<file path="src/rtl/core/stream_debug_tap_controller_macros.svh">
// Assertion macros used by the stream debug tap core.
`ifndef STREAM_DEBUG_TAP_CONTROLLER_MACROS_SVH
`define STREAM_DEBUG_TAP_CONTROLLER_MACROS_SVH

// Same-cycle implication, checked out of reset.
`define SDTC_ASSERT_NOW(label, clk, rst_n, cond, expr) \
	label: assert property (@(posedge clk) disable iff (!(rst_n)) (cond) |-> (expr)) \
		else $error("sdtc assertion failed");

// Next-cycle implication, checked out of reset.
`define SDTC_ASSERT_NEXT(label, clk, rst_n, cond, expr) \
	label: assert property (@(posedge clk) disable iff (!(rst_n)) (cond) |=> (expr)) \
		else $error("sdtc assertion failed");

`endif

</file>
<file path="src/rtl/core/sdtc_pkg.sv">
`default_nettype none
package sdtc_pkg;

	// Data path and counter widths.
	localparam int DATA_W   = 32;
	localparam int COUNT_W  = 10;
	localparam int ADDR_W   = 4;
	localparam int REG_W    = 4;
	localparam int STATUS_W = 8;
	localparam int FWD_ADDR_W = ADDR_W + REG_W;

	// Packed stream widths, padded to whole bytes.
	localparam int IN_TDATA_W  = 80;
	localparam int OUT_TDATA_W = 112;

	// Configuration port.
	localparam int CFG_INDEX_W = 2;
	localparam int CFG_DATA_W  = 32;
	localparam logic [CFG_INDEX_W-1:0] CFG_OWN_ADDRESS    = 2'd0;
	localparam logic [CFG_INDEX_W-1:0] CFG_FORWARD_ENABLE = 2'd1;

	// Command register numbers.
	localparam logic [REG_W-1:0] REG_DROP_COUNT = 4'd0;
	localparam logic [REG_W-1:0] REG_LOG_COUNT  = 4'd1;
	localparam logic [REG_W-1:0] REG_INJ_WORD   = 4'd2;
	localparam logic [REG_W-1:0] REG_INJ_VALID  = 4'd3;
	localparam logic [REG_W-1:0] REG_PAUSE      = 4'd8;
	localparam logic [REG_W-1:0] REG_LOG        = 4'd9;
	localparam logic [REG_W-1:0] REG_DROP       = 4'd10;
	localparam logic [REG_W-1:0] REG_LATCH      = 4'd15;

	// Receipt header tag, or-ed with the own address.
	localparam logic [ADDR_W:0] RECEIPT_TAG = 5'b10000;

	// One cycle's worth of input.
	typedef struct packed {
		logic              out_ready;
		logic              log_rdy;
		logic              in_valid;
		logic [DATA_W-1:0] in_data;
		logic              cmd_valid;
		logic [ADDR_W-1:0] cmd_target;
		logic [REG_W-1:0]  cmd_reg;
		logic [DATA_W-1:0] cmd_value;
	} item_t;

	// One cycle's worth of result.
	typedef struct packed {
		logic                  out_valid;
		logic [DATA_W-1:0]     out_data;
		logic                  log_valid;
		logic [DATA_W-1:0]     log_word;
		logic                  log_last;
		logic                  in_accepted;
		logic                  fwd_valid;
		logic [FWD_ADDR_W-1:0] fwd_address;
		logic [DATA_W-1:0]     fwd_value;
		logic                  fwd_has_value;
	} result_t;

endpackage
`default_nettype wire

</file>
<file path="src/rtl/core/sdtc_core.sv">
`default_nettype none
`include "stream_debug_tap_controller_macros.svh"
module sdtc_core (
	input  wire logic                        clk,
	input  wire logic                        arst_n,
	input  wire logic                        advance,
	input  wire sdtc_pkg::item_t             item,
	input  wire logic [sdtc_pkg::ADDR_W-1:0] own_address,
	input  wire logic                        forward_enable,
	output sdtc_pkg::result_t                result
);

	// Live settings and inject.
	logic                          live_pause_q, live_log_q, live_drop_q;
	logic [sdtc_pkg::COUNT_W-1:0]  live_log_count_q, live_drop_count_q;
	logic                          inject_pending_q;
	logic [sdtc_pkg::DATA_W-1:0]   inject_word_q;
	// Scratch settings.
	logic                          scratch_pause_q, scratch_log_q, scratch_drop_q;
	logic [sdtc_pkg::COUNT_W-1:0]  scratch_log_count_q, scratch_drop_count_q;
	logic                          scratch_inject_valid_q;
	logic [sdtc_pkg::DATA_W-1:0]   scratch_inject_word_q;
	// Log sequencer and receipt.
	logic                          second_flit_pending_q, second_flit_is_receipt_q;
	logic [sdtc_pkg::DATA_W-1:0]   second_flit_word_q;
	logic                          receipt_pending_q;
	logic [sdtc_pkg::STATUS_W-1:0] receipt_status_q;

	// Next-state values.
	logic                          live_pause_d, live_log_d, live_drop_d;
	logic [sdtc_pkg::COUNT_W-1:0]  live_log_count_d, live_drop_count_d;
	logic                          inject_pending_d;
	logic [sdtc_pkg::DATA_W-1:0]   inject_word_d;
	logic                          scratch_pause_d, scratch_log_d, scratch_drop_d;
	logic [sdtc_pkg::COUNT_W-1:0]  scratch_log_count_d, scratch_drop_count_d;
	logic                          scratch_inject_valid_d;
	logic [sdtc_pkg::DATA_W-1:0]   scratch_inject_word_d;
	logic                          second_flit_pending_d, second_flit_is_receipt_d;
	logic [sdtc_pkg::DATA_W-1:0]   second_flit_word_d;
	logic                          receipt_pending_d;
	logic [sdtc_pkg::STATUS_W-1:0] receipt_status_d;

	logic out_free, log_free, to_log, to_out, inject_failed;

	// One cycle of the tap: output, log, stream, then command.
	always_comb begin
		live_pause_d             = live_pause_q;
		live_log_d               = live_log_q;
		live_drop_d              = live_drop_q;
		live_log_count_d         = live_log_count_q;
		live_drop_count_d        = live_drop_count_q;
		inject_pending_d         = inject_pending_q;
		inject_word_d            = inject_word_q;
		scratch_pause_d          = scratch_pause_q;
		scratch_log_d            = scratch_log_q;
		scratch_drop_d           = scratch_drop_q;
		scratch_log_count_d      = scratch_log_count_q;
		scratch_drop_count_d     = scratch_drop_count_q;
		scratch_inject_valid_d   = scratch_inject_valid_q;
		scratch_inject_word_d    = scratch_inject_word_q;
		second_flit_pending_d    = second_flit_pending_q;
		second_flit_is_receipt_d = second_flit_is_receipt_q;
		second_flit_word_d       = second_flit_word_q;
		receipt_pending_d        = receipt_pending_q;
		receipt_status_d         = receipt_status_q;
		result        = '0;
		out_free      = 1'b0;
		log_free      = 1'b0;
		to_log        = 1'b0;
		to_out        = 1'b0;
		inject_failed = 1'b0;

		// A pending inject word has first claim on the output.
		if (item.out_ready) begin
			if (inject_pending_q) begin
				result.out_valid = 1'b1;
				result.out_data  = inject_word_q;
				inject_pending_d = 1'b0;
			end else begin
				out_free = 1'b1;
			end
		end

		// Log channel: data flit first, then a waiting receipt header.
		if (item.log_rdy) begin
			if (second_flit_pending_q) begin
				result.log_valid      = 1'b1;
				result.log_word       = second_flit_word_q;
				result.log_last       = 1'b1;
				second_flit_pending_d = 1'b0;
				if (!second_flit_is_receipt_q && live_log_count_q != '0) begin
					live_log_count_d = live_log_count_q - 1'b1;
				end
			end else if (receipt_pending_q) begin
				result.log_valid = 1'b1;
				result.log_word  = {{(sdtc_pkg::DATA_W-sdtc_pkg::ADDR_W-1){1'b0}},
					sdtc_pkg::RECEIPT_TAG | {1'b0, own_address}};
				second_flit_word_d = {{(sdtc_pkg::DATA_W-sdtc_pkg::STATUS_W){1'b0}},
					receipt_status_q};
				second_flit_is_receipt_d = 1'b1;
				second_flit_pending_d    = 1'b1;
				receipt_pending_d        = 1'b0;
			end else begin
				log_free = 1'b1;
			end
		end

		// Stream word: gate, copy to the log, pass or drop.
		if (item.in_valid) begin
			to_log = (live_log_count_d != '0) || live_log_q;
			to_out = (live_log_count_d == '0) && !live_drop_q;
			if ((!to_out || out_free) && (!to_log || log_free) && !live_pause_q) begin
				result.in_accepted = 1'b1;
				if (to_out) begin
					result.out_valid = 1'b1;
					result.out_data  = item.in_data;
				end else if (live_drop_count_q != '0) begin
					live_drop_count_d = live_drop_count_q - 1'b1;
				end
				if (to_log) begin
					result.log_valid = 1'b1;
					result.log_word  = {{(sdtc_pkg::DATA_W-sdtc_pkg::ADDR_W){1'b0}},
						own_address};
					second_flit_word_d       = item.in_data;
					second_flit_is_receipt_d = 1'b0;
					second_flit_pending_d    = 1'b1;
				end
			end
		end

		// Command: forward, latch, or scratch write.
		if (item.cmd_valid) begin
			if (item.cmd_target != own_address) begin
				if (forward_enable) begin
					result.fwd_valid   = 1'b1;
					result.fwd_address = {item.cmd_target, item.cmd_reg};
					if (item.cmd_reg != sdtc_pkg::REG_LATCH) begin
						result.fwd_value     = item.cmd_value;
						result.fwd_has_value = 1'b1;
					end
				end
			end else if (item.cmd_reg == sdtc_pkg::REG_LATCH) begin
				inject_failed     = inject_pending_d;
				live_drop_d       = scratch_drop_q;
				live_drop_count_d = scratch_drop_count_q;
				live_log_d        = scratch_log_q;
				live_log_count_d  = scratch_log_count_q;
				live_pause_d      = scratch_pause_q;
				if (!inject_failed || !scratch_inject_valid_q) begin
					inject_pending_d = scratch_inject_valid_q;
					inject_word_d    = scratch_inject_word_q;
				end
				receipt_status_d = {inject_failed, 1'b0, scratch_inject_valid_q,
					scratch_drop_count_q != '0, scratch_log_count_q != '0,
					scratch_drop_q, scratch_log_q, scratch_pause_q};
				receipt_pending_d = 1'b1;
			end else begin
				unique case (item.cmd_reg)
					sdtc_pkg::REG_DROP_COUNT: begin
						scratch_drop_count_d = item.cmd_value[sdtc_pkg::COUNT_W-1:0];
					end
					sdtc_pkg::REG_LOG_COUNT: begin
						scratch_log_count_d = item.cmd_value[sdtc_pkg::COUNT_W-1:0];
					end
					sdtc_pkg::REG_INJ_WORD: begin
						scratch_inject_word_d = item.cmd_value;
					end
					sdtc_pkg::REG_INJ_VALID: begin
						scratch_inject_valid_d = item.cmd_value[0];
					end
					sdtc_pkg::REG_PAUSE: begin
						scratch_pause_d = item.cmd_value[0];
					end
					sdtc_pkg::REG_LOG: begin
						scratch_log_d = item.cmd_value[0];
					end
					sdtc_pkg::REG_DROP: begin
						scratch_drop_d = item.cmd_value[0];
					end
					default: begin
						// Unassigned register numbers are ignored.
					end
				endcase
			end
		end
	end

	// State moves only when the item advances into the result register.
	always_ff @(posedge clk or negedge arst_n) begin
		if (!arst_n) begin
			live_pause_q             <= 1'b0;
			live_log_q               <= 1'b0;
			live_drop_q              <= 1'b0;
			live_log_count_q         <= '0;
			live_drop_count_q        <= '0;
			inject_pending_q         <= 1'b0;
			inject_word_q            <= '0;
			scratch_pause_q          <= 1'b0;
			scratch_log_q            <= 1'b0;
			scratch_drop_q           <= 1'b0;
			scratch_log_count_q      <= '0;
			scratch_drop_count_q     <= '0;
			scratch_inject_valid_q   <= 1'b0;
			scratch_inject_word_q    <= '0;
			second_flit_pending_q    <= 1'b0;
			second_flit_is_receipt_q <= 1'b0;
			second_flit_word_q       <= '0;
			receipt_pending_q        <= 1'b0;
			receipt_status_q         <= '0;
		end else if (advance) begin
			live_pause_q             <= live_pause_d;
			live_log_q               <= live_log_d;
			live_drop_q              <= live_drop_d;
			live_log_count_q         <= live_log_count_d;
			live_drop_count_q        <= live_drop_count_d;
			inject_pending_q         <= inject_pending_d;
			inject_word_q            <= inject_word_d;
			scratch_pause_q          <= scratch_pause_d;
			scratch_log_q            <= scratch_log_d;
			scratch_drop_q           <= scratch_drop_d;
			scratch_log_count_q      <= scratch_log_count_d;
			scratch_drop_count_q     <= scratch_drop_count_d;
			scratch_inject_valid_q   <= scratch_inject_valid_d;
			scratch_inject_word_q    <= scratch_inject_word_d;
			second_flit_pending_q    <= second_flit_pending_d;
			second_flit_is_receipt_q <= second_flit_is_receipt_d;
			second_flit_word_q       <= second_flit_word_d;
			receipt_pending_q        <= receipt_pending_d;
			receipt_status_q         <= receipt_status_d;
		end
	end

	// A header flit always leaves a data flit waiting behind it.
	`SDTC_ASSERT_NEXT(a_header_arms_second, clk, arst_n,
		advance && result.log_valid && !result.log_last, second_flit_pending_q)

	// A latch aimed at this tap always leaves a receipt waiting.
	`SDTC_ASSERT_NEXT(a_latch_arms_receipt, clk, arst_n,
		advance && item.cmd_valid && item.cmd_target == own_address &&
		item.cmd_reg == sdtc_pkg::REG_LATCH, receipt_pending_q)

	// Without an advancing item the live settings hold.
	`SDTC_ASSERT_NEXT(a_live_holds, clk, arst_n, !advance,
		$stable(live_log_count_q) && $stable(live_drop_count_q) &&
		$stable(inject_pending_q))

	// The stream and an inject never share the output in one cycle.
	`SDTC_ASSERT_NOW(a_inject_excludes_stream, clk, arst_n,
		item.out_ready && inject_pending_q, !(result.in_accepted && to_out))

endmodule
`default_nettype wire

</file>
<file path="src/rtl/core/stream_debug_tap_controller.sv">
// Stream debug tap controller.
// Path: an item taken on the input stream is held in the input register, evaluated by
// the core, and its result is offered on the output stream from the result register.
// Throughput: one item per cycle while results are taken; a result left waiting lets
// one more item into the input register, after which s_tready stays low until it goes.
// Reset: arst_n clears all tap state, settings and configuration to zero at once.
`default_nettype none
module stream_debug_tap_controller (
	input  wire logic                             clk,
	input  wire logic                             arst_n,
	// Input item stream.
	input  wire logic                             s_tvalid,
	output logic                                  s_tready,
	// From bit 0: out_ready, log channel ready, in_valid, in_data[31:0], cmd_valid,
	// cmd_target[3:0], cmd_reg[3:0], cmd_value[31:0], zero pad.
	input  wire logic [sdtc_pkg::IN_TDATA_W-1:0]  s_tdata,
	// Result stream.
	output logic                                  m_tvalid,
	input  wire logic                             m_tready,
	// From bit 0: out_valid, out_data[31:0], log_valid, log flit word[31:0],
	// in_accepted, fwd_valid, fwd_address[7:0], fwd_value[31:0],
	// fwd_has_value, zero pad.
	output logic [sdtc_pkg::OUT_TDATA_W-1:0]      m_tdata,
	// log_last.
	output logic                                  m_tlast,
	// Configuration write channel.
	input  wire logic                             cfg_valid,
	output logic                                  cfg_ready,
	input  wire logic [sdtc_pkg::CFG_INDEX_W-1:0] cfg_index,
	input  wire logic [sdtc_pkg::CFG_DATA_W-1:0]  cfg_data
);

	logic                        item_valid_s1;
	sdtc_pkg::item_t             item_s1;
	logic                        res_valid_s2;
	sdtc_pkg::result_t           res_s2;
	sdtc_pkg::result_t           result;
	logic                        advance;
	logic [sdtc_pkg::ADDR_W-1:0] own_address_q;
	logic                        forward_enable_q;

	// The item moves on when the result register is empty or being drained.
	assign advance   = item_valid_s1 && (!res_valid_s2 || m_tready);
	assign s_tready  = !item_valid_s1 || advance;
	assign cfg_ready = 1'b1;

	// Configuration registers.
	always_ff @(posedge clk or negedge arst_n) begin
		if (!arst_n) begin
			own_address_q    <= '0;
			forward_enable_q <= 1'b0;
		end else if (cfg_valid) begin
			unique case (cfg_index)
				sdtc_pkg::CFG_OWN_ADDRESS: begin
					own_address_q <= cfg_data[sdtc_pkg::ADDR_W-1:0];
				end
				sdtc_pkg::CFG_FORWARD_ENABLE: begin
					forward_enable_q <= cfg_data[0];
				end
				default: begin
					// Indexes past the register list are ignored.
				end
			endcase
		end
	end

	// Input register.
	always_ff @(posedge clk or negedge arst_n) begin
		if (!arst_n) begin
			item_valid_s1 <= 1'b0;
		end else if (s_tready) begin
			item_valid_s1 <= s_tvalid;
		end
	end

	always_ff @(posedge clk) begin
		if (s_tready && s_tvalid) begin
			item_s1.out_ready  <= s_tdata[0];
			item_s1.log_rdy    <= s_tdata[1];
			item_s1.in_valid   <= s_tdata[2];
			item_s1.in_data    <= s_tdata[34:3];
			item_s1.cmd_valid  <= s_tdata[35];
			item_s1.cmd_target <= s_tdata[39:36];
			item_s1.cmd_reg    <= s_tdata[43:40];
			item_s1.cmd_value  <= s_tdata[75:44];
		end
	end

	sdtc_core u_core (
		.clk            (clk),
		.arst_n         (arst_n),
		.advance        (advance),
		.item           (item_s1),
		.own_address    (own_address_q),
		.forward_enable (forward_enable_q),
		.result         (result)
	);

	// Result register.
	always_ff @(posedge clk or negedge arst_n) begin
		if (!arst_n) begin
			res_valid_s2 <= 1'b0;
		end else if (advance) begin
			res_valid_s2 <= 1'b1;
		end else if (m_tready) begin
			res_valid_s2 <= 1'b0;
		end
	end

	always_ff @(posedge clk) begin
		if (advance) begin
			res_s2 <= result;
		end
	end

	// Pack the result onto the output transfer.
	assign m_tvalid = res_valid_s2;
	assign m_tlast  = res_s2.log_last;
	assign m_tdata  = {3'b000,
		res_s2.fwd_has_value,
		res_s2.fwd_value,
		res_s2.fwd_address,
		res_s2.fwd_valid,
		res_s2.in_accepted,
		res_s2.log_word,
		res_s2.log_valid,
		res_s2.out_data,
		res_s2.out_valid};

endmodule
`default_nettype wire

</file>
<file path="config.mk">
export PLATFORM = sky130hd
export DESIGN_NAME = stream_debug_tap_controller
export DESIGN_NICKNAME = d
export VERILOG_FILES = /design/src/rtl/core/sdtc_pkg.sv /design/src/rtl/core/sdtc_core.sv /design/src/rtl/core/stream_debug_tap_controller.sv
export VERILOG_INCLUDE_DIRS = /design/src /design/src/rtl/core
export SDC_FILE = /design/constraint.sdc
export NUM_CORES = 1
export LEC_CHECK = 0
export ABC_AREA = 0
export BUFFER_PORTS_ARGS = -buffer_cell sky130_fd_sc_hd__buf_4
export CORE_UTILIZATION = 54
export DETAILED_ROUTE_END_ITERATION = 10
export GPL_TIMING_DRIVEN = 0
export PLACE_DENSITY = 0.78
export SLEW_MARGIN = 10
export SYNTH_ARGS = -nofsm -noshare
export SYNTH_HDL_FRONTEND = slang
export SYNTH_SLANG_ARGS = --single-unit
</file>
<file path="constraint.sdc">
create_clock -name clk -period 5.52 [get_ports clk]
set_input_delay 1.104 -clock clk [delete_from_list [all_inputs] [get_ports clk]]
set_output_delay 1.104 -clock clk [all_outputs]
set_load 0.01 [all_outputs]
</file>
== After elaboration in Yosys (flattened, before gate mapping) ==
Cells that the tools add are included.

* Flip-flop bits (word level): 337
* Bits of input ports: 119
* Output and inout bits: 116
* Word-level logic and storage cells: 150

* Add/subtract/negate cells: 1
* Equal/unequal tests: 10
* Mux-type cells: 54
* Bitwise logic cells: 2
* Reductions and logical operators: 43

{| class="wikitable"
|+ Operator list
! cell !! number
|-
| $mux 33 || 7
|-
| $mux 32 || 6
|-
| $mux 66 || 2
|-
| $mux 10 || 6
|-
| $mux 42 || 1
|-
| $reduce_and 5->1 || 8
|-
| $reduce_bool 10->1 || 4
|-
| $mux 34 || 1
|-
| $mux 1 || 31
|-
| $eq 4x4->1 const B || 4
|-
| $logic_not 10->1 || 1
|-
| $sub 10x1->10 const B || 1
|-
| $logic_not 1->1 || 9
|-
| $eq 4x2->1 const B || 2
|-
| $reduce_and 4->1 || 2
|-
| $logic_and 1x1->1 || 6
|-
| $logic_or 1x1->1 || 6
|-
| $reduce_and 2->1 || 3
|-
| $eq 4x1->1 const B || 1
|-
| $logic_not 4->1 || 1
|-
| $ne 4x4->1 || 1
|-
| $ne 4x4->1 const B || 1
|-
| $reduce_and 3->1 || 1
|-
| $eq 2x1->1 const B || 1
|-
| 3 further kinds || 4
|}

== Depth between registers and ports, before layout ==
* Depth after elaboration: 13
* Mapped depth: 11
* Mapped depth without buffers: 8

== Cells and area by module ==
A second synthesis with hierarchy kept.

* Cells, all modules: 851
* Area total of the unflattened synthesis: 12933.7 µm²

{| class="wikitable"
|+ By module, submodules not included
! module !! times used !! cells an instance !! area each (µm²) !! sequential area each (µm²)
|-
| sdtc_core || 1 || 639 || 7014.2 || 3528.4
|-
| stream_debug_tap_controller || 1 || 212 || 5919.4 || 5760.5
|}

== Least setup slack after synthesis ==
No wires, ideal clock.

* Path type: in2reg
* Start point: input m_tready
* End point: register u_core.second_flit_pending_q
* Library setup time: 125 ps
* Arrival: 5237 ps
* Data required time: 5395 ps
* Path slack: 158 ps
* Stages on the path: 6
* Buffers on the path: 1
* Cell sequence: nand2b_1 > nand2_1 > inv_1 > clkbuf_1 > nand2_1 > a211o_1

* Word-level cells in the longest chain between the ends: 2

{| class="wikitable"
|+ Ends and longest elaborated chain
! element !! line !! source
|-
| start, declared || stream_debug_tap_controller.sv:19 || <nowiki>input wire logic m_tready,</nowiki>
|-
| $logic_or 1x1->1 || stream_debug_tap_controller.sv:43 || <nowiki>assign advance = item_valid_s1 && (!res_valid_s2 || m_tready);</nowiki>
|-
| $logic_and 1x1->1 || stream_debug_tap_controller.sv:43 ||
|-
| named net advance || stream_debug_tap_controller.sv:38 || <nowiki>logic advance;</nowiki>
|-
| end signal, assigned || sdtc_core.sv:225 || <nowiki>second_flit_pending_q <= second_flit_pending_d;</nowiki>
|-
| end, declared || sdtc_core.sv:24 || <nowiki>logic second_flit_pending_q, second_flit_is_receipt_q;</nowiki>
|}

The timed path passes the listed nets, and every way through them passes these cells.
A chain may end at the register's enable or synchronous reset.

== Final worst setup path ==
* Start point: register u_core.live_log_count_q[0] in the netlist's numbering
* End point: register u_core.second_flit_word_q[7] in the netlist's numbering

* Word-level cells in the longest chain between the ends: 13
* Elaborated cells on any way between the ends: 19
* Those cells by class: add/sub: 1; mux: 6; reduce/logical: 12

{| class="wikitable"
|+ Ends and longest elaborated chain
! element !! line !! source
|-
| start, declared || sdtc_core.sv:15 || <nowiki>logic [sdtc_pkg::COUNT_W-1:0] live_log_count_q, live_drop_count_q;</nowiki>
|-
| start signal, assigned || sdtc_core.sv:214 || <nowiki>live_log_count_q <= live_log_count_d;</nowiki>
|-
| branches (longest 4 deep; another with $sub 10x1->10) || -- ||
|-
| $mux 10 (*) || sdtc_core.sv:85 || <nowiki>if (item.log_rdy) begin</nowiki>
|-
| $logic_not 10->1 / $reduce_bool 10->1 (equally long branches) || sdtc_core.sv:111, sdtc_core.sv:110 ||
|-
| $logic_and 1x1->1 / $logic_or 1x1->1 (equally long branches) || sdtc_core.sv:111, sdtc_core.sv:110 ||
|-
| $logic_not 1->1 || sdtc_core.sv:112 || <nowiki>if ((!to_out || out_free) && (!to_log || log_free) && !live_pause_q) begin</nowiki>
|-
| $logic_or 1x1->1 || sdtc_core.sv:112 ||
|-
| $logic_and 1x1->1 (2 in series) || sdtc_core.sv:112 ||
|-
| $mux 32 (*) || sdtc_core.sv:112 ||
|-
| $mux 32 (*) || sdtc_core.sv:109 || <nowiki>if (item.in_valid) begin</nowiki>
|-
| end signal, assigned || sdtc_core.sv:227 || <nowiki>second_flit_word_q <= second_flit_word_d;</nowiki>
|-
| end, declared || sdtc_core.sv:25 || <nowiki>logic [sdtc_pkg::DATA_W-1:0] second_flit_word_q;</nowiki>
|}

Mark *: on every way between the ends.

==> flow_summary.toml <==
[outcome]
outcome = "complete, no violations"

[clock_network]
root_buffer = "clkbuf_16"
cts_buffers = 35
cts_resized = 0
cts_htree_levels = 2
cts_buffer_depth = 3
clk_pin_slew_ns = 0.06
clkLatencyLatePin_ns = 0.50
cts_tree = "built"
numClockSinks = 334
cts_hold_buf = 0
post_cts_buffers = 0

[drt]
vias_per_cell = 5.54
drt_iter0_markers = 633
post_drt_wl_per_cell_um = 19.6
vias = 8056
drt_wl_total_um = 28500
drcViolationCount = 0
antenna_left = 0
first_pass_iters = 5

[sta]
post-route-period-util_pct = 60.7
fin_crit_ns = 3.35
fin_skew_ns = 0.0107
whs_ns = 0.489
drv_slew = 0
worst_slew_pin_slew_ns = 0.901
fmax_mhz = 299
setup_viol = 0
rsz0062_at_grt = "no"
layout_setup_ws_ns = 2.17
relSlewSlack_pct = 39.4
hold_viol_final = 0
tns_ns = 0

[worst_hold_path]
hold_class = "reg -> reg"

[floorplan]
core-area_um2 = 23500
die_x_um = 157
rows = 56
dieArea_um2 = 24600
num_io_pins = 235
die_y_um = 157
start_util_pct = 55.1

[worst_setup_path]
cp-start-kind = "register"
crit_arrival_ns = 3.73
crit_slowest_cell = "a2111oi_2"
critPathKind = "reg -> reg"
worst_path_largest_cell_delay_ns = 0.56
path_cells = "inv_1 -> ha_1 -> buf_2 -> nor4b_4 -> nand3_1 -> a2111oi_2 -> nand3_1 -> o21a_1 -> buf_2 -> o311ai_1"
end_kind = "register"
cp_max_fo = 10
required_ns = 5.90
r2r_slack_ns = 2.17

[power_and_ir_drop]
p_leak_nw = 7.13
p_seq_share_pct = 49.1
switching_share_pct = 25.4
power_density_nw_per_um2 = 399
power.share.clock_pct = 36.1
ir_drop_mv = 0.265
p_sw_mw = 1.63
combPwrFrac_pct = 14.8
p_int_mw = 4.80

[global_routing]
grt_use_total_pct = 23.7
grt_start_max_net_pins = 91
grt_pass1_vias = 7683
grt_pass1_wl_um = 43300
antenna_found_initial = 0
grt-ovfl-total = 0

[logic_synthesis]
avgSynthCellArea_um2 = 14.9
async_reset_ff_share_pct = 44.3
yosysSeqAreaShare_pct = 71.6
synth_simple_gate_area_share_pct = 9.46
yosys.area_share.adder_pct = 0.0965
yosysUniqueCellTypes = 60
synth-xor-area-share_pct = 0.270
synth.area.top_cells = "edfxtp_1 43%, dfrtp_1 29%, mux2_2 6.8%, and3_1 2.9%, nand2_1 2.3%"
synth_seq_cells = 334
synth_cells = 868
synth_mux_area_share_pct = 8.48
yosys_warnings = 0
synth.top_cell.area_share_pct = 43.1
synth_top_area_cell = "edfxtp_1"
synth_compound_area_share_pct = 7.64
synth_edf_count = 186
synthFlopType = "edfxtp_1"
syn_area_um2 = 13000
synth_top_family_by_area = "simple AND/OR/NAND/NOR gates"

[cells_and_area]
nFillCells = 1694
fin_area_um2 = 16100
nNetsFinal = 1228
final_layout_size_suffix_gt1_share_pct = 31.2
area_growth_pct = 24.2

[placed_design]
place_congestion = 0.867
dp_hpwl_um = 20200
place_area_um2 = 14900
portBuffers = 198
pre_cts_slack_ns = 2.13

[flow_run]
maxCapViolCount = 0
cells in the mapped netlist (14+ instances only):
| master | count |
|---|---|
| edfxtp_1 | 186 |
| dfrtp_1 | 148 |
| mux2_2 | 78 |
| nand2_1 | 78 |
| and3_1 | 60 |
| clkbuf_1 | 34 |
| a22o_1 | 32 |
| o22ai_1 | 26 |
| nor2_1 | 20 |
| mux2_1 | 17 |
| inv_1 | 16 |
| a21oi_1 | 14 |
layer usage:
metal	share of wire (%)	vias to the layer above	global-route usage, %	wire, um
met5	0	-	0	0
met4	3.2	0	9.62	912
met3	6.6	50	3.61	1890
met2	46	330	36.2	13100
met1	44	3920	34.4	12600
li1	-	3756	-	-
logic make-up after synthesis:
group	count (synthesis)
and+or+nand+nor	229
xor gates and xnor gates	4
DFF	334
AOI/OAI and AO/OA	132
muxes	98
buffers and inverters	68
adders and majority gates	1
other	2
layout by cell type (no fill, tap or decap), types with 7 or more instances in the layout:
cell type,count
nand2b_1,8
inv_1,16
o211ai_1,9
buf_4,201
clkbuf_1,46
edfxtp_1,186
mux2_1,17
o22ai_1,26
a22o_1,32
dfrtp_1,148
clkbuf_16,40
and3_1,60
nor2_1,20
nand2_1,78
and2_1,11
nand3_1,9
a21oi_1,14
o21ai_0,12
o311ai_1,7
mux2_2,78
stage by stage:
| stage | util [%] | total power [mW] | std cells |
|---|---|---|---|
| 2_1_floorplan | - | 3.75 | 870 |
| 3_3_place_gp | 63.1 | 4.12 | 1387 |
| 3_5_place_dp | 63.5 | 4.14 | 1390 |
| 4_1_cts | 68.4 | 6.46 | 1453 |
| 5_1_grt | 68.4 | 6.69 | 1453 |
| 6_report | 68.4 | 6.43 | 1454 |
area by class of cell:
class	instances	area (um^2)	share of cell area, %
diodes	1	2.50	0.0155
plain buffers	52	250	1.55
clock buffers	56	1090	6.77
clock inverters	7	63.8	0.396
inverters	16	60.1	0.373
multi-input cells	468	3380	21.0
flip-flops and latches	334	9290	57.7
well taps	319	399	2.48
repair buffers	201	1570	9.74
final timing paths:
kind,from,endpoint,cells after the start
worst min-delay path,item_valid_s1,m_tvalid,1
max in group asynchronous,arst_n,u_core.second_flit_pending_q,2
worst max-delay path,u_core.live_log_count_q[0],u_core.second_flit_word_q[7],10
worst min register to register,item_valid_s1,m_tvalid,1
min in group asynchronous,arst_n,u_core.inject_word_q[21],1
worst max register to register,u_core.live_log_count_q[0],u_core.second_flit_word_q[7],10
power by group through the flow:
stage	logic (mW)	registers [mW]	clock network, mW
5_1_grt	1.05	3.18	2.46
6_report	0.953	3.15	2.32
2_1_floorplan	0.558	3.19	0
3_5_place_dp	0.946	3.20	0
4_1_cts	0.956	3.15	2.35
3_3_place_gp	0.912	3.21	0
critical path: cells and delay by family, from the launching register on:
family	cells	cell delay (ns)
fa+ha+maj	1	0.13
flops	1	0.43
simple gates	3	0.90
buf+inv	3	0.50
compound gates	3	1.27
sequential cells by signal, indices dropped and copies added (netlist names), 7 cells and up:
register,cells
u_core.scratch_drop_count_q,10
u_core.inject_word_q,32
u_core.live_log_count_q,10
m_tdata,109
u_core.receipt_status_q,7
u_core.scratch_inject_word_q,32
u_core.second_flit_word_q,32
item_s1,76
u_core.scratch_log_count_q,10
Power figures use the tool's default switching activity.
